--- config.mk ---
export PLATFORM = sky130hd
export DESIGN_NAME = spi_nor_flash_command_sequencer
export DESIGN_NICKNAME = d
export VERILOG_FILES = /design/src/hdl/snfcs_pkg.sv /design/src/hdl/snfcs_core.sv /design/src/hdl/spi_nor_flash_command_sequencer.sv
export SDC_FILE = /design/constraint.sdc
export NUM_CORES = 1
export LEC_CHECK = 0
export ABC_CLOCK_PERIOD_IN_PS = 5900
export BUFFER_PORTS_ARGS = -buffer_cell sky130_fd_sc_hd__buf_4
export CORE_ASPECT_RATIO = 0.9
export CORE_UTILIZATION = 53
export CTS_CLUSTER_SIZE = 14
export DETAILED_ROUTE_END_ITERATION = 8
export HOLD_SLACK_MARGIN = 0.03
export PLACE_DENSITY = 0.73
export SLEW_MARGIN = 20
export SYNTH_ARGS = -nofsm -noshare
export SYNTH_HDL_FRONTEND = slang
export SYNTH_SLANG_ARGS = --single-unit
--- constraint.sdc ---
create_clock -name i_clk -period 5.9 [get_ports i_clk]
set_input_delay 1.18 -clock i_clk [delete_from_list [all_inputs] [get_ports i_clk]]
set_output_delay 1.18 -clock i_clk [all_outputs]
set_load 0.05 [all_outputs]
--- src/hdl/snfcs_pkg.sv ---
// ----------------------------------------------------------------------------
// snfcs_pkg
// Shared types and constants of the SPI NOR flash command sequencer.
// ----------------------------------------------------------------------------
`default_nettype none

package snfcs_pkg;

    // Flash geometry
    localparam int ADDRESS_BITS = 24;
    localparam int PAGE_BYTES   = 256;
    localparam int SECTOR_BYTES = 4096;

    localparam int ADDR_BYTES = (ADDRESS_BITS + 7) / 8;
    localparam int PAGE_LOG   = $clog2(PAGE_BYTES);
    localparam int SECTOR_LOG = $clog2(SECTOR_BYTES);

    // Field widths
    localparam int CMD_W      = 3;
    localparam int IN_ADDR_W  = 32;
    localparam int LEN_W      = 25;
    localparam int BYTE_W     = 8;
    localparam int STATUS_W   = 2;
    localparam int TIMEOUT_W  = 16;
    localparam int IDX_W      = 3;
    localparam int END_W      = ADDRESS_BITS + 1;
    localparam int SUM_W      = IN_ADDR_W + 2;

    localparam logic [SUM_W-1:0] FLASH_SIZE = SUM_W'(1) << ADDRESS_BITS;

    // Stream widths
    localparam int S_TDATA_W = 80;
    localparam int S_TUSER_W = CMD_W;
    localparam int M_TDATA_W = 24;
    localparam int M_TUSER_W = 4;

    localparam logic [TIMEOUT_W-1:0] TIMEOUT_RESET = TIMEOUT_W'(5000);

    // Flash opcodes
    localparam logic [BYTE_W-1:0] OP_WREN  = 8'h06;
    localparam logic [BYTE_W-1:0] OP_RDSR  = 8'h05;
    localparam logic [BYTE_W-1:0] OP_PROG  = 8'h02;
    localparam logic [BYTE_W-1:0] OP_READ  = 8'h03;
    localparam logic [BYTE_W-1:0] OP_RDID  = 8'h9F;
    localparam logic [BYTE_W-1:0] OP_SE    = 8'h20;
    localparam logic [BYTE_W-1:0] DUMMY    = 8'hFF;

    typedef enum logic [CMD_W-1:0] {
        CMD_READ_ID      = 3'd0,
        CMD_READ         = 3'd1,
        CMD_PROGRAM      = 3'd2,
        CMD_SECTOR_ERASE = 3'd3,
        CMD_ERASE_RANGE  = 3'd4,
        CMD_DATA_BYTE    = 3'd5,
        CMD_FLASH_BYTE   = 3'd6,
        CMD_TICK         = 3'd7
    } t_command;

    typedef enum logic [STATUS_W-1:0] {
        ST_OK      = 2'd0,
        ST_RANGE   = 2'd1,
        ST_TIMEOUT = 2'd2
    } t_status;

    typedef struct packed {
        t_command               command;
        logic [IN_ADDR_W-1:0]   address;
        logic [LEN_W-1:0]       length;
        logic [BYTE_W-1:0]      data_byte;
        logic [BYTE_W-1:0]      flash_byte;
    } t_item;

    typedef struct packed {
        logic                   send_valid;
        logic [BYTE_W-1:0]      send_byte;
        logic                   select_start;
        logic                   select_end;
        logic                   reply_valid;
        logic [BYTE_W-1:0]      reply_byte;
        logic                   want_data;
        logic                   done_res;
        t_status                status;
    } t_result;

endpackage

`default_nettype wire

--- src/hdl/snfcs_core.sv ---
// ----------------------------------------------------------------------------
// snfcs_core
// Sequencer state and next-state logic; one item per step.
// ----------------------------------------------------------------------------
`default_nettype none

module snfcs_core (
    input  wire logic                                i_clk,
    input  wire logic                                i_rst_n,
    input  wire logic                                i_step,
    input  wire snfcs_pkg::t_item                    i_item,
    input  wire logic [snfcs_pkg::TIMEOUT_W-1:0]     i_timeout_ms,
    output logic                                     o_have_res,
    output snfcs_pkg::t_result                       o_res
);
    import snfcs_pkg::*;

    typedef enum logic [3:0] {
        PH_IDLE, PH_ID_CMD, PH_ID_DATA, PH_ADDR, PH_READ_DATA, PH_WE_CMD,
        PH_WE_POLL_CMD, PH_WE_POLL_DAT, PH_DATA_WAIT, PH_DATA_SENT,
        PH_FIN_POLL_CMD, PH_FIN_POLL_DAT
    } t_phase;

    t_phase                     r_phase, n_phase;
    t_command                   r_operation, n_operation;
    logic [ADDRESS_BITS-1:0]    r_flash_address, n_flash_address;
    logic [LEN_W-1:0]           r_bytes_left, n_bytes_left;
    logic [END_W-1:0]           r_range_end, n_range_end;
    logic [IDX_W-1:0]           r_byte_index, n_byte_index;
    logic [TIMEOUT_W-1:0]       r_wait_ms, n_wait_ms;

    logic [8*ADDR_BYTES-1:0]    addr_ext;
    logic [BYTE_W-1:0]          addr_byte;
    logic                       addr_last;
    logic [END_W-1:0]           next_sector;
    logic [LEN_W:0]             page_end;
    logic [LEN_W-1:0]           left_dec;
    logic                       sector_ok;
    logic                       is_erase;

    // len == 0 is in range; otherwise addr + len must not pass the flash end
    function automatic logic in_range(input logic [IN_ADDR_W-1:0] a,
                                      input logic [LEN_W-1:0] len);
        logic [SUM_W-1:0] s;
        s = SUM_W'(a) + SUM_W'(len);
        return (len == '0) || (s <= FLASH_SIZE);
    endfunction

    assign addr_ext    = (8*ADDR_BYTES)'(r_flash_address);
    assign addr_last   = (r_byte_index == IDX_W'(ADDR_BYTES - 1));
    assign next_sector = END_W'(r_flash_address) + END_W'(SECTOR_BYTES);
    assign page_end    = (LEN_W+1)'(i_item.address[PAGE_LOG-1:0]) + (LEN_W+1)'(i_item.length);
    assign left_dec    = (r_bytes_left != '0) ? r_bytes_left - LEN_W'(1) : r_bytes_left;
    assign sector_ok   = (i_item.address[SECTOR_LOG-1:0] == '0) &&
                         in_range(i_item.address, LEN_W'(SECTOR_BYTES));
    assign is_erase    = (r_operation == CMD_SECTOR_ERASE) ||
                         (r_operation == CMD_ERASE_RANGE);

    // address bytes go out most significant first
    always_comb begin
        addr_byte = '0;
        for (int k = 0; k < ADDR_BYTES; k++) begin
            if (r_byte_index == IDX_W'(ADDR_BYTES - 1 - k)) begin
                addr_byte = addr_ext[8*k +: 8];
            end
        end
    end

    always_comb begin
        n_phase         = r_phase;
        n_operation     = r_operation;
        n_flash_address = r_flash_address;
        n_bytes_left    = r_bytes_left;
        n_range_end     = r_range_end;
        n_byte_index    = r_byte_index;
        n_wait_ms       = r_wait_ms;
        o_have_res      = 1'b0;
        o_res           = '0;

        if (i_step) begin
            unique case (i_item.command)
                CMD_READ_ID, CMD_READ, CMD_PROGRAM, CMD_SECTOR_ERASE,
                CMD_ERASE_RANGE: begin
                    if (r_phase == PH_IDLE) begin
                        o_have_res      = 1'b1;
                        n_operation     = i_item.command;
                        n_flash_address = i_item.address[ADDRESS_BITS-1:0];
                        n_bytes_left    = i_item.length;
                        n_byte_index    = '0;
                        n_wait_ms       = '0;
                        priority if (i_item.command == CMD_READ_ID) begin
                            n_phase            = PH_ID_CMD;
                            o_res.send_valid   = 1'b1;
                            o_res.send_byte    = OP_RDID;
                            o_res.select_start = 1'b1;
                        end else if (i_item.command == CMD_SECTOR_ERASE) begin
                            if (sector_ok) begin
                                n_phase            = PH_WE_CMD;
                                o_res.send_valid   = 1'b1;
                                o_res.send_byte    = OP_WREN;
                                o_res.select_start = 1'b1;
                                o_res.select_end   = 1'b1;
                            end else begin
                                o_res.done_res = 1'b1;
                                o_res.status   = ST_RANGE;
                            end
                        end else if (i_item.length == '0) begin
                            o_res.done_res = 1'b1;
                            o_res.status   = ST_OK;
                        end else if (!in_range(i_item.address, i_item.length)) begin
                            o_res.done_res = 1'b1;
                            o_res.status   = ST_RANGE;
                        end else if (i_item.command == CMD_READ) begin
                            n_phase            = PH_ADDR;
                            o_res.send_valid   = 1'b1;
                            o_res.send_byte    = OP_READ;
                            o_res.select_start = 1'b1;
                        end else if (i_item.command == CMD_PROGRAM) begin
                            if (page_end > (LEN_W+1)'(PAGE_BYTES)) begin
                                o_res.done_res = 1'b1;
                                o_res.status   = ST_RANGE;
                            end else begin
                                n_phase            = PH_WE_CMD;
                                o_res.send_valid   = 1'b1;
                                o_res.send_byte    = OP_WREN;
                                o_res.select_start = 1'b1;
                                o_res.select_end   = 1'b1;
                            end
                        end else begin
                            // range erase: in range, so the first aligned sector is too
                            n_range_end     = END_W'(SUM_W'(i_item.address) +
                                                     SUM_W'(i_item.length));
                            n_flash_address = {i_item.address[ADDRESS_BITS-1:SECTOR_LOG],
                                               SECTOR_LOG'(0)};
                            n_phase            = PH_WE_CMD;
                            o_res.send_valid   = 1'b1;
                            o_res.send_byte    = OP_WREN;
                            o_res.select_start = 1'b1;
                            o_res.select_end   = 1'b1;
                        end
                    end
                end
                CMD_DATA_BYTE: begin
                    if (r_phase == PH_DATA_WAIT) begin
                        o_have_res       = 1'b1;
                        n_bytes_left     = left_dec;
                        n_phase          = PH_DATA_SENT;
                        o_res.send_valid = 1'b1;
                        o_res.send_byte  = i_item.data_byte;
                        o_res.select_end = (left_dec == '0);
                    end
                end
                CMD_TICK: begin
                    if ((r_phase == PH_WE_POLL_CMD || r_phase == PH_WE_POLL_DAT ||
                         r_phase == PH_FIN_POLL_CMD || r_phase == PH_FIN_POLL_DAT) &&
                        (r_wait_ms != '1)) begin
                        n_wait_ms = r_wait_ms + TIMEOUT_W'(1);
                    end
                end
                CMD_FLASH_BYTE: begin
                    unique case (r_phase)
                        PH_ID_CMD: begin
                            o_have_res       = 1'b1;
                            n_phase          = PH_ID_DATA;
                            n_byte_index     = '0;
                            o_res.send_valid = 1'b1;
                            o_res.send_byte  = DUMMY;
                        end
                        PH_ID_DATA: begin
                            o_have_res        = 1'b1;
                            o_res.reply_valid = 1'b1;
                            o_res.reply_byte  = i_item.flash_byte;
                            if (r_byte_index < IDX_W'(2)) begin
                                n_byte_index     = r_byte_index + IDX_W'(1);
                                o_res.send_valid = 1'b1;
                                o_res.send_byte  = DUMMY;
                                o_res.select_end = (r_byte_index == IDX_W'(1));
                            end else begin
                                n_phase        = PH_IDLE;
                                o_res.done_res = 1'b1;
                                o_res.status   = ST_OK;
                            end
                        end
                        PH_ADDR: begin
                            o_have_res = 1'b1;
                            priority if (r_byte_index < IDX_W'(ADDR_BYTES)) begin
                                o_res.send_valid = 1'b1;
                                o_res.send_byte  = addr_byte;
                                o_res.select_end = addr_last && is_erase;
                                n_byte_index     = r_byte_index + IDX_W'(1);
                            end else if (r_operation == CMD_READ) begin
                                n_phase          = PH_READ_DATA;
                                o_res.send_valid = 1'b1;
                                o_res.send_byte  = DUMMY;
                                o_res.select_end = (r_bytes_left == LEN_W'(1));
                            end else if (r_operation == CMD_PROGRAM) begin
                                n_phase         = PH_DATA_WAIT;
                                o_res.want_data = 1'b1;
                            end else begin
                                n_wait_ms          = '0;
                                n_phase            = PH_FIN_POLL_CMD;
                                o_res.send_valid   = 1'b1;
                                o_res.send_byte    = OP_RDSR;
                                o_res.select_start = 1'b1;
                            end
                        end
                        PH_READ_DATA: begin
                            o_have_res        = 1'b1;
                            o_res.reply_valid = 1'b1;
                            o_res.reply_byte  = i_item.flash_byte;
                            n_bytes_left      = left_dec;
                            if (left_dec == '0) begin
                                n_phase        = PH_IDLE;
                                o_res.done_res = 1'b1;
                                o_res.status   = ST_OK;
                            end else begin
                                o_res.send_valid = 1'b1;
                                o_res.send_byte  = DUMMY;
                                o_res.select_end = (left_dec == LEN_W'(1));
                            end
                        end
                        PH_WE_CMD: begin
                            o_have_res         = 1'b1;
                            n_wait_ms          = '0;
                            n_phase            = PH_WE_POLL_CMD;
                            o_res.send_valid   = 1'b1;
                            o_res.send_byte    = OP_RDSR;
                            o_res.select_start = 1'b1;
                        end
                        PH_WE_POLL_CMD, PH_FIN_POLL_CMD: begin
                            o_have_res       = 1'b1;
                            n_phase          = (r_phase == PH_WE_POLL_CMD) ?
                                               PH_WE_POLL_DAT : PH_FIN_POLL_DAT;
                            o_res.send_valid = 1'b1;
                            o_res.send_byte  = DUMMY;
                            o_res.select_end = 1'b1;
                        end
                        PH_WE_POLL_DAT, PH_FIN_POLL_DAT: begin
                            o_have_res = 1'b1;
                            priority if (i_item.flash_byte[0]) begin
                                // still busy
                                if (r_wait_ms > i_timeout_ms) begin
                                    n_phase        = PH_IDLE;
                                    o_res.done_res = 1'b1;
                                    o_res.status   = ST_TIMEOUT;
                                end else begin
                                    n_phase            = (r_phase == PH_WE_POLL_DAT) ?
                                                         PH_WE_POLL_CMD : PH_FIN_POLL_CMD;
                                    o_res.send_valid   = 1'b1;
                                    o_res.send_byte    = OP_RDSR;
                                    o_res.select_start = 1'b1;
                                end
                            end else if (r_phase == PH_WE_POLL_DAT) begin
                                n_phase            = PH_ADDR;
                                n_byte_index       = '0;
                                o_res.send_valid   = 1'b1;
                                o_res.send_byte    = (r_operation == CMD_PROGRAM) ?
                                                     OP_PROG : OP_SE;
                                o_res.select_start = 1'b1;
                            end else if ((r_operation == CMD_ERASE_RANGE) &&
                                         (next_sector < r_range_end)) begin
                                // next sector is aligned and inside the flash
                                n_flash_address    = next_sector[ADDRESS_BITS-1:0];
                                n_phase            = PH_WE_CMD;
                                o_res.send_valid   = 1'b1;
                                o_res.send_byte    = OP_WREN;
                                o_res.select_start = 1'b1;
                                o_res.select_end   = 1'b1;
                            end else begin
                                n_phase        = PH_IDLE;
                                o_res.done_res = 1'b1;
                                o_res.status   = ST_OK;
                            end
                        end
                        PH_DATA_SENT: begin
                            o_have_res = 1'b1;
                            if (r_bytes_left != '0) begin
                                n_phase         = PH_DATA_WAIT;
                                o_res.want_data = 1'b1;
                            end else begin
                                n_wait_ms          = '0;
                                n_phase            = PH_FIN_POLL_CMD;
                                o_res.send_valid   = 1'b1;
                                o_res.send_byte    = OP_RDSR;
                                o_res.select_start = 1'b1;
                            end
                        end
                        default: begin
                        end
                    endcase
                end
            endcase
        end
    end

    always_ff @(posedge i_clk) begin
        if (!i_rst_n) begin
            r_phase         <= PH_IDLE;
            r_operation     <= CMD_READ_ID;
            r_flash_address <= '0;
            r_bytes_left    <= '0;
            r_range_end     <= '0;
            r_byte_index    <= '0;
            r_wait_ms       <= '0;
        end else begin
            r_phase         <= n_phase;
            r_operation     <= n_operation;
            r_flash_address <= n_flash_address;
            r_bytes_left    <= n_bytes_left;
            r_range_end     <= n_range_end;
            r_byte_index    <= n_byte_index;
            r_wait_ms       <= n_wait_ms;
        end
    end

endmodule

`default_nettype wire

--- src/hdl/spi_nor_flash_command_sequencer.sv ---
// ----------------------------------------------------------------------------
// spi_nor_flash_command_sequencer
// Byte-level SPI NOR flash command sequencer with stream in and out.
// ----------------------------------------------------------------------------
// Usage:
//  - Slave stream: one item per request, flash byte, program byte or 1 ms
//    tick. tuser carries the command; tdata the address, length, program
//    byte and returned flash byte.
//  - Master stream: at most one result item per input item: byte to shift
//    out with chip-select framing, reply byte, program-byte request, done
//    with status. Items that cause nothing produce no output.
//  - Config channel: writes timeout_ms (reset 5000). Write only when idle;
//    cfg_ready is always high.
//  - Path: an accepted item sits in the input register; when the output
//    register is free or being emptied, its result moves into the output
//    register, whose valid bit drives tvalid.
//  - Throughput: one item per cycle unless the output stalls. The sequencer
//    state updates in one pass of logic between the input and output registers.
//  - Stall: when the output holds an untaken item, the input register
//    holds too; s_axis_tready drops only while both are full.
//  - Reset (synchronous, active low) empties both registers, returns the
//    sequencer to idle and restores the timeout.
// ----------------------------------------------------------------------------
`default_nettype none

module spi_nor_flash_command_sequencer (
    input  wire logic                                i_clk,
    input  wire logic                                i_rst_n,
    // slave stream
    input  wire logic                                s_axis_tvalid,
    output logic                                     s_axis_tready,
    // address[31:0], length[56:32], data_byte[64:57], flash_byte[72:65], zero pad
    input  wire logic [snfcs_pkg::S_TDATA_W-1:0]     s_axis_tdata,
    // command[2:0]
    input  wire logic [snfcs_pkg::S_TUSER_W-1:0]     s_axis_tuser,
    // master stream
    output logic                                     m_axis_tvalid,
    input  wire logic                                m_axis_tready,
    // send_byte[7:0], select_start[8], select_end[9], reply_byte[17:10],
    // status[19:18], zero pad
    output logic [snfcs_pkg::M_TDATA_W-1:0]          m_axis_tdata,
    // send_valid[0], reply_valid[1], want_data[2], done_res[3]
    output logic [snfcs_pkg::M_TUSER_W-1:0]          m_axis_tuser,
    // config write channel (timeout_ms)
    input  wire logic                                i_cfg_valid,
    output logic                                     o_cfg_ready,
    input  wire logic [snfcs_pkg::TIMEOUT_W-1:0]     i_cfg_data
);
    import snfcs_pkg::*;

    logic                   r_in_valid;
    t_item                  r_in;
    logic                   r_out_valid;
    t_result                r_out;
    logic [TIMEOUT_W-1:0]   r_timeout_ms;

    logic                   advance;
    logic                   have_res;
    t_result                core_res;
    t_item                  in_item;

    assign in_item.command    = t_command'(s_axis_tuser);
    assign in_item.address    = s_axis_tdata[31:0];
    assign in_item.length     = s_axis_tdata[56:32];
    assign in_item.data_byte  = s_axis_tdata[64:57];
    assign in_item.flash_byte = s_axis_tdata[72:65];

    // input item moves on when the output register is free or being emptied
    assign advance       = r_in_valid && (!r_out_valid || m_axis_tready);
    assign s_axis_tready = !r_in_valid || advance;
    assign o_cfg_ready   = 1'b1;

    snfcs_core u_core (
        .i_clk        (i_clk),
        .i_rst_n      (i_rst_n),
        .i_step       (advance),
        .i_item       (r_in),
        .i_timeout_ms (r_timeout_ms),
        .o_have_res   (have_res),
        .o_res        (core_res)
    );

    always_ff @(posedge i_clk) begin
        if (!i_rst_n) begin
            r_in_valid   <= 1'b0;
            r_out_valid  <= 1'b0;
            r_timeout_ms <= TIMEOUT_RESET;
        end else begin
            if (s_axis_tvalid && s_axis_tready) begin
                r_in_valid <= 1'b1;
                r_in       <= in_item;
            end else if (advance) begin
                r_in_valid <= 1'b0;
            end

            if (advance && have_res) begin
                r_out_valid <= 1'b1;
                r_out       <= core_res;
            end else if (m_axis_tready) begin
                r_out_valid <= 1'b0;
            end

            if (i_cfg_valid && o_cfg_ready) begin
                r_timeout_ms <= i_cfg_data;
            end
        end
    end

    assign m_axis_tvalid = r_out_valid;
    assign m_axis_tdata  = {4'b0, r_out.status, r_out.reply_byte, r_out.select_end,
                            r_out.select_start, r_out.send_byte};
    assign m_axis_tuser  = {r_out.done_res, r_out.want_data, r_out.reply_valid,
                            r_out.send_valid};

    // reset leaves both registers empty
    assert property (@(posedge i_clk) !i_rst_n |=> !m_axis_tvalid && !r_in_valid)
        else $error("registers not empty after reset");

    // every result item carries something
    assert property (@(posedge i_clk) disable iff (!i_rst_n)
        m_axis_tvalid |-> (r_out.send_valid || r_out.reply_valid ||
                           r_out.want_data || r_out.done_res))
        else $error("empty result item");

    // a status other than ok only comes with done
    assert property (@(posedge i_clk) disable iff (!i_rst_n)
        (advance && have_res && core_res.status != ST_OK) |=> r_out.done_res)
        else $error("status without done");

    // a program-byte request never comes with a byte to send or with done
    assert property (@(posedge i_clk) disable iff (!i_rst_n)
        m_axis_tvalid && r_out.want_data |-> !r_out.send_valid && !r_out.done_res)
        else $error("want_data mixed with send or done");

endmodule

`default_nettype wire

Yosys cells after proc, flatten, opt, wreduce, memory -nomap -nowiden
Cells that the tools add are included.
{"block": "classes", "bitwise_logic": 5, "n_reduce_logical": 45, "n_eq_ne": 52, "mux": 129, "n_addsub": 7, "magnitude_cmp": 7}
{"op": "2-to-1 mux 24 bit", "n": 5}
{"op": "2-to-1 mux 25 bit", "n": 4}
{"op": "2-to-1 mux 16 bit", "n": 6}
{"op": "case mux 16 bit (3 select lines)", "n": 2}
{"op": "2-to-1 mux 11 bit", "n": 8}
{"op": "case mux 25 bit (3 select lines)", "n": 1}
{"op": "2-to-1 mux 12 bit", "n": 6}
{"op": "2-to-1 mux 4 bit", "n": 18}
{"op": "2-to-1 mux 10 bit", "n": 7}
{"op": "less-or-equal comparator 34 x 25 -> 1 bit (second input constant)", "n": 2}
{"op": "2-to-1 mux 3 bit", "n": 22}
{"op": "case mux 9 bit (7 select lines)", "n": 1}
{"op": "2-to-1 mux 9 bit", "n": 6}
{"op": "== test 25 x 1 -> 1 bit (second input constant)", "n": 2}
{"op": "logical NOT 25 bit", "n": 2}
{"op": "case mux 24 bit (2 select lines)", "n": 1}
{"op": "adder 32 x 13 -> 33 bit (second input constant)", "n": 1}
{"op": "adder 32 x 25 -> 33 bit", "n": 1}
{"op": "case mux 4 bit (8 select lines)", "n": 1}
{"op": "case mux 9 bit (3 select lines)", "n": 1}
{"op": "adder 8 x 25 -> 26 bit", "n": 1}
{"op": "> comparator 26 x 9 -> 1 bit (second input constant)", "n": 1}
{"op": "adder 24 x 13 -> 25 bit (second input constant)", "n": 1}
{"op": "less-than comparator 25 bit", "n": 1}
{"op": "other kinds (56)", "n": 144}
{"block": "word_totals", "word_cells": 269, "reg_bits": 218, "out_inout_bits": 31}

Depth between registers and ports, before layout
{"block": "logic_depth", "ltp_word": 11, "depth_mapped": 16, "ltp_nobuf": 15}

Modules after synthesis
A second synthesis with hierarchy kept.
{"block": "unflattened", "hier_cells": 1586, "area_unflattened_um2": 13879.6}
{"mod": "snfcs_core", "instances": 1, "cells_per_inst": 1414, "area_per_inst_um2": 10124.7}
{"mod": "spi_nor_flash_command_sequencer", "instances": 1, "cells_per_inst": 172, "area_per_inst_um2": 3754.9}

Worst setup path before layout
OpenSTA, ideal clock, no wires.
{"block": "synth_path", "path_type": "register to register", "startpoint": "register r_in[20] (netlist name)", "endpoint": "register u_core.r_range_end[11]", "period_less_slack_ns": 4.145, "setup_time_ns": 0.121, "setup_slack_ns": 1.755, "t_required_ns": 5.779, "stages_incl_launch_ff": 13, "arrival_ns": 4.024, "cell_sequence": "edfxtp_1 ha_1 o211ai_1 o21ai_1 xor2_1 or4_1 or3_1 or4_1 o41ai_1 and3_1 nor2b_1 buf_4 mux2_2"}
{"block": "synth_between", "elab_chain_cells": 4}
{"element": "start: declaration", "line": "spi_nor_flash_command_sequencer.sv:52", "source": "t_item r_in;"}
{"element": "start signal: assignment", "line": "spi_nor_flash_command_sequencer.sv:91", "source": "r_in <= in_item;"}
{"element": "adder 32 x 25 -> 33 bit", "line": "snfcs_core.sv:45", "source": "s = SUM_W'(a) + SUM_W'(len);"}
{"element": "less-or-equal comparator 34 x 25 -> 1 bit", "line": "snfcs_core.sv:46", "source": "return (len == '0) || (s <= FLASH_SIZE);"}
{"element": "logical OR 1 bit", "line": "snfcs_core.sv:46"}
{"element": "AND reduction 9 bit (no source line)"}
{"element": "end signal: assignment", "line": "snfcs_core.sv:310", "source": "r_range_end <= n_range_end;"}
{"element": "end: declaration", "line": "snfcs_core.sv:28", "source": "logic [END_W-1:0] r_range_end, n_range_end;"}
Parallel ways exist; a longest one is shown, timed or not.
A chain may end at the register's enable or synchronous reset.

Final worst setup path
{"block": "layout_path", "startpoint": "register r_in[43] (netlist name)", "endpoint": "register u_core.r_range_end[22]"}
{"block": "layout_between", "elab_chain_cells": 4}
{"element": "adder 32 x 25 -> 33 bit *", "line": "snfcs_core.sv:45"}
{"element": "less-or-equal comparator 34 x 25 -> 1 bit", "line": "snfcs_core.sv:46"}
{"element": "logical OR 1 bit", "line": "snfcs_core.sv:46"}
{"element": "AND reduction 9 bit (no source line)"}
Mark *: on every way between the ends. The rest lies on a longest branch, timed or not.

==> results.md <==
| Stage | Result | Reported |
|:---|:---|:---|
| floorplanning | Core region area | 26,000 sq um |
| worst setup path | Critical path origin | r_in[43] |
| timing | Period utilisation layout | 87.1% |
| cts | Root buffer selected by CTS | sky130_fd_sc_hd__clkbuf_16 |
| power and ir drop | Ratio of total power to cell area | 253 nW/um^2 |
| worst setup path | Critical path type | reg2reg |
| power and ir drop | Cell Int Power | 2.83 mW |
| place | Worst-case setup slack after placement | 888 ps |
| place | Number of I/O port buffers | 122 |
| floorplanning | Placement Rows | 56 |
| yosys | Most frequently used flop master after synthesis | sky130_fd_sc_hd__dfxtp_1 |
| drt | Detailed-router iteration count before antenna repair | 8 |
| finish | Core Util, Final | 61.1% |
| timing | Post-route minimum period | 5140 ps |
| timing | Pins Over Slew Limit | 0 |
| power and ir drop | Comb pwr share | 18.4% |
| place | GPL Wtd Cong | 1.02 |
| worst setup path | Worst setup EP type | register |
| finish | Final-stage net count | 1,920 |
| cts | CTS Buf Count | 25 |
| drt | Number of remaining DRC errors | 0 |
| worst setup path | Total buffers and inverters traversed by the critical path | 2 |
| cts | Number of buffers inserted to repair setup after CTS | 0 |
| yosys | Yosys reg bits | 218 |
| power and ir drop | Part of the total power dissipated in the clock network | 38.8% |
| worst setup path | Startpoint type of the worst setup path | register |
| power and ir drop | Leakage | 5.88 nW |
| yosys | Share of synthesized registers carrying an async set or reset | 0% |
| worst setup path | WP data arrival | 5600 ps |
| flow run | Number of max-cap violations | 0 |
| drt | Wirelength per Cell | 19.6 um |
| global route | Total global-route track usage | 29.8% |
| yosys | Number of enable-type register cells in the synthesized netlist | 100 |
| floorplanning | Initial Util | 53.8% |
| yosys | Share of synthesized area occupied by flip-flops and latches | 38.4% |
| power and ir drop | Net switching component of the power | 1.20 mW |
| yosys | Library cells used by synthesis | 85 |
| drt | Via density | 6.25 |
| timing | Final setup TNS | 0 ps |
| power and ir drop | Switching portion of total power | 29.9% |
| timing | Slew at the pin closest to its max-slew limit | 1090 ps |
| worst setup path | Data required time of the worst path | 6360 ps |
| global route | Sum of overflow across all layers after global routing | 0 |
| yosys | Syn Area/Cell | 8.37 sq um |
| timing | Tightest slew margin relative to the limit | 27.0% |
| cts | Number of clock sinks | 218 |
| yosys | Area of the mapped netlist | 14,000 sq um |
| finish | Antenna diode instance count | 0 |
| place | Total placed cells including tap cells | 2,063 |
| worst setup path | Ordered list of cells on the worst path | ha_1 -> o211ai_1 -> o21ai_1 -> xor2_1 -> or4_1 -> or3_1 -> or4_1 -> o41ai_1 -> buf_4 -> and3_1 -> nor2b_2 -> buf_4 -> mux2i_1 |
| cts | Clock-pin slew of the registers on the worst-case setup and hold paths | 60 ps |
| global route | Initial antenna violation count | 0 |
| finish | Final Non-Filler Cells | 2,109 |
| power and ir drop | Part of the total power dissipated in sequential elements | 42.7% |
| cts | CTS tree | yes |
| worst setup path | Worst-path fanout max | 13 |
| global route | Largest net degree at the start of global routing | 77 |
| cts | Count of H-tree levels built during CTS | 1 |
| finish | Proportion of layout cells with a drive suffix above 1 | 11.6% |
| power and ir drop | Overall power after layout | 4.03 mW |
| yosys | Gate Count Post-Synth | 1,671 |
| timing | Peak clock frequency supported by timing | 195 MHz |
| min path | Hold Crit Start | u_core.r_range_end[14] |
| drt | Post-route antenna net violation count | 0 |
| timing | Crit path setup slack, layout | 761 ps |
| global route | First-pass GRT wire length | 64,500 um |
| floorplanning | Die Footprint | 27,000 sq um |
| worst setup path | Cell class contributing the biggest share of worst-path delay | simple AND/OR/NAND/NOR gates |
| timing | RSZ-0062 raised after global routing | no |
| timing | Final Hold Fails | 0 |
| min path | Class of the worst hold path | reg2reg |
| finish | Leading cell type in the layout, fill and taps excluded | sky130_fd_sc_hd__nand2_1 |
| place | HPWL after detailed placement | 30,600 um |
| finish | Storage element area | 5370 sq um |
| timing | Final setup fails | 0 |
| worst setup path | Worst stage delay on the critical path | 540 ps |
| cts | Insertion delay to the later sink of the worst-skew pair | 540 ps |
| floorplanning | Die W | 173 um |
| drt | 1st-iter DRT viols | 1,459 |
| floorplanning | Chip height | 156 um |
| floorplanning | Count of boundary I/O pins | 135 |
| cts | Cts hold-fix bufs | 0 |
| global route | Via count of the first global-routing pass | 11,700 |
| worst setup path | Critical Path Slowest Stage Cell | sky130_fd_sc_hd__o21ai_1 |
| drt | Final WL | 41,300 um |
| run status | Outcome | complete, no violations |
| worst setup path | Reg-to-Reg Start | r_in[43] |
| finish | Layout Area Growth over Synthesis | 13.6% |
| yosys | Count of yosys warnings during synthesis | 0 |
| cts | Maximum number of buffers from clock root to sink | 3 |
| power and ir drop | Worst vdd rail ir drop | 0.000395 V |
| finish | Commonest cells after routing, fill and taps aside | sky130_fd_sc_hd__nand2_1, sky130_fd_sc_hd__nor2_1, sky130_fd_sc_hd__a21oi_1, sky130_fd_sc_hd__buf_4, sky130_fd_sc_hd__dfxtp_1 |
| cts | Number of instances resized during post-cts repair | 0 |
| timing | Clock skew after layout | 16.4 ps |
| finish | Area taken by multi-input logic gates | 8000 sq um |
| finish | Number of fill cells in the layout | 2,297 |
| drt | Routed via count | 13,200 |
[worst reg2reg max path: stages, from the launching register on]
cell and delay (ps):
sky130_fd_sc_hd__edfxtp_1 470, sky130_fd_sc_hd__ha_1 420, sky130_fd_sc_hd__o211ai_1 140, sky130_fd_sc_hd__o21ai_1 540, sky130_fd_sc_hd__xor2_1 170, sky130_fd_sc_hd__or4_1 540
sky130_fd_sc_hd__or3_1 380, sky130_fd_sc_hd__or4_1 540, sky130_fd_sc_hd__o41ai_1 410, sky130_fd_sc_hd__buf_4 200, sky130_fd_sc_hd__and3_1 240, sky130_fd_sc_hd__nor2b_2 450
sky130_fd_sc_hd__buf_4 340, sky130_fd_sc_hd__mux2i_1 220
[per-stage QoR]
step	instance area [sq um]	hold slack [ps]
after floorplan	14000	435
after global placement	15100	444
after detailed placement	15100	449
after CTS	15900	458
after global routing	15900	473
final	15900	456
[area by class of cell]
class	count	area share (%)
Multi-Input combinational cell	1294	50.4
Clock buffer	27	3.98
Clock inverter	19	1.17
Sequential cell	218	33.8
Timing Repair Buffer	135	6.38
Inverter	68	1.61
Tap cell	348	2.74
[registers in the layout, indices dropped and copies added (netlist names)]
signal,cells
m_axis_tdata,20
u_core.r_operation,3
u_core.r_phase,4
r_in,76
u_core.r_byte_index,3
u_core.r_wait_ms,16
m_axis_tvalid,1
u_core.r_range_end,25
u_core.addr_ext,24
r_timeout_ms,16
u_core.r_bytes_left,25
m_axis_tuser,4
r_in_valid,1
[path summary, 6_finish.rpt]
check / to / slack [ps] / cells after the start
max: u_core.r_range_end[22] / 760 / 13
min: u_core.r_range_end[14] / 460 / 2
max reg2reg: u_core.r_range_end[22] / 760 / 13
min reg2reg: u_core.r_range_end[14] / 460 / 2
[power by group through the flow]
stage,Sequential [mW],Clock (mW),Combinational (mW)
3_3_place_gp,1.75,0,0.709
3_5_place_dp,1.75,0,0.723
4_1_cts,1.72,1.58,0.728
5_1_grt,1.73,1.63,0.812
2_1_floorplan,1.72,0,0.522
6_report,1.72,1.56,0.743
[cells in the mapped netlist, drive strengths merged, types with 5 or more instances]
| cell | instances | area (sq um) |
|---|---|---|
| a22o | 12 | 105 |
| clkbuf | 72 | 270 |
| buf | 22 | 140 |
| nand4 | 31 | 194 |
| o21ai | 107 | 536 |
| a41oi | 5 | 43.8 |
| a21o | 8 | 60.1 |
| or3 | 19 | 119 |
| ha | 73 | 913 |
| nand2b | 22 | 138 |
| o211ai | 29 | 218 |
| or4 | 12 | 93.8 |
| a21oi | 142 | 711 |
| nor4 | 32 | 200 |
| o22ai | 12 | 75.1 |
| nor2 | 178 | 671 |
| or2 | 7 | 43.8 |
| xor2 | 32 | 280 |
| mux2i | 40 | 400 |
| xnor2 | 21 | 184 |
| inv | 67 | 251 |
| nor3 | 40 | 200 |
| edfxtp | 100 | 3000 |
| nand2 | 197 | 739 |
| a31oi | 20 | 125 |
| and4 | 6 | 52.6 |
| o21a | 11 | 82.6 |
| and3 | 20 | 125 |
| o31ai | 9 | 67.6 |
| and2 | 26 | 163 |
| nor2b | 13 | 81.3 |
| a211oi | 26 | 200 |
| a22oi | 7 | 52.6 |
| nor3b | 8 | 60.1 |
| dfxtp | 118 | 2360 |
| nand3 | 41 | 205 |
| a2111oi | 12 | 124 |
[per-layer routing]
layer / routed length, um / GRT usage (%) / share of wire [%] / up-vias
li1: - / - / - / 6282
met1: 19200 / 44.7 / 47 / 6230
met2: 17300 / 44.5 / 42 / 609
met3: 3730 / 4.56 / 9.0 / 69
met4: 993 / 7.96 / 2.4 / 0
met5: 0 / 0 / 0 / -
[cell families after synthesis]
| logic type | share of synthesized area (%) |
|---|---|
| AOI/OAI and AO/OA | 21.0 |
| xor gates and xnor gates | 3.32 |
| adders and majority gates | 6.67 |
| buffers and inverters | 4.76 |
| DFF | 38.4 |
| muxes | 3.10 |
| other | 0.0537 |
| and+or+nand+nor | 22.8 |
Note: power is estimated with default switching activity, not from simulation.
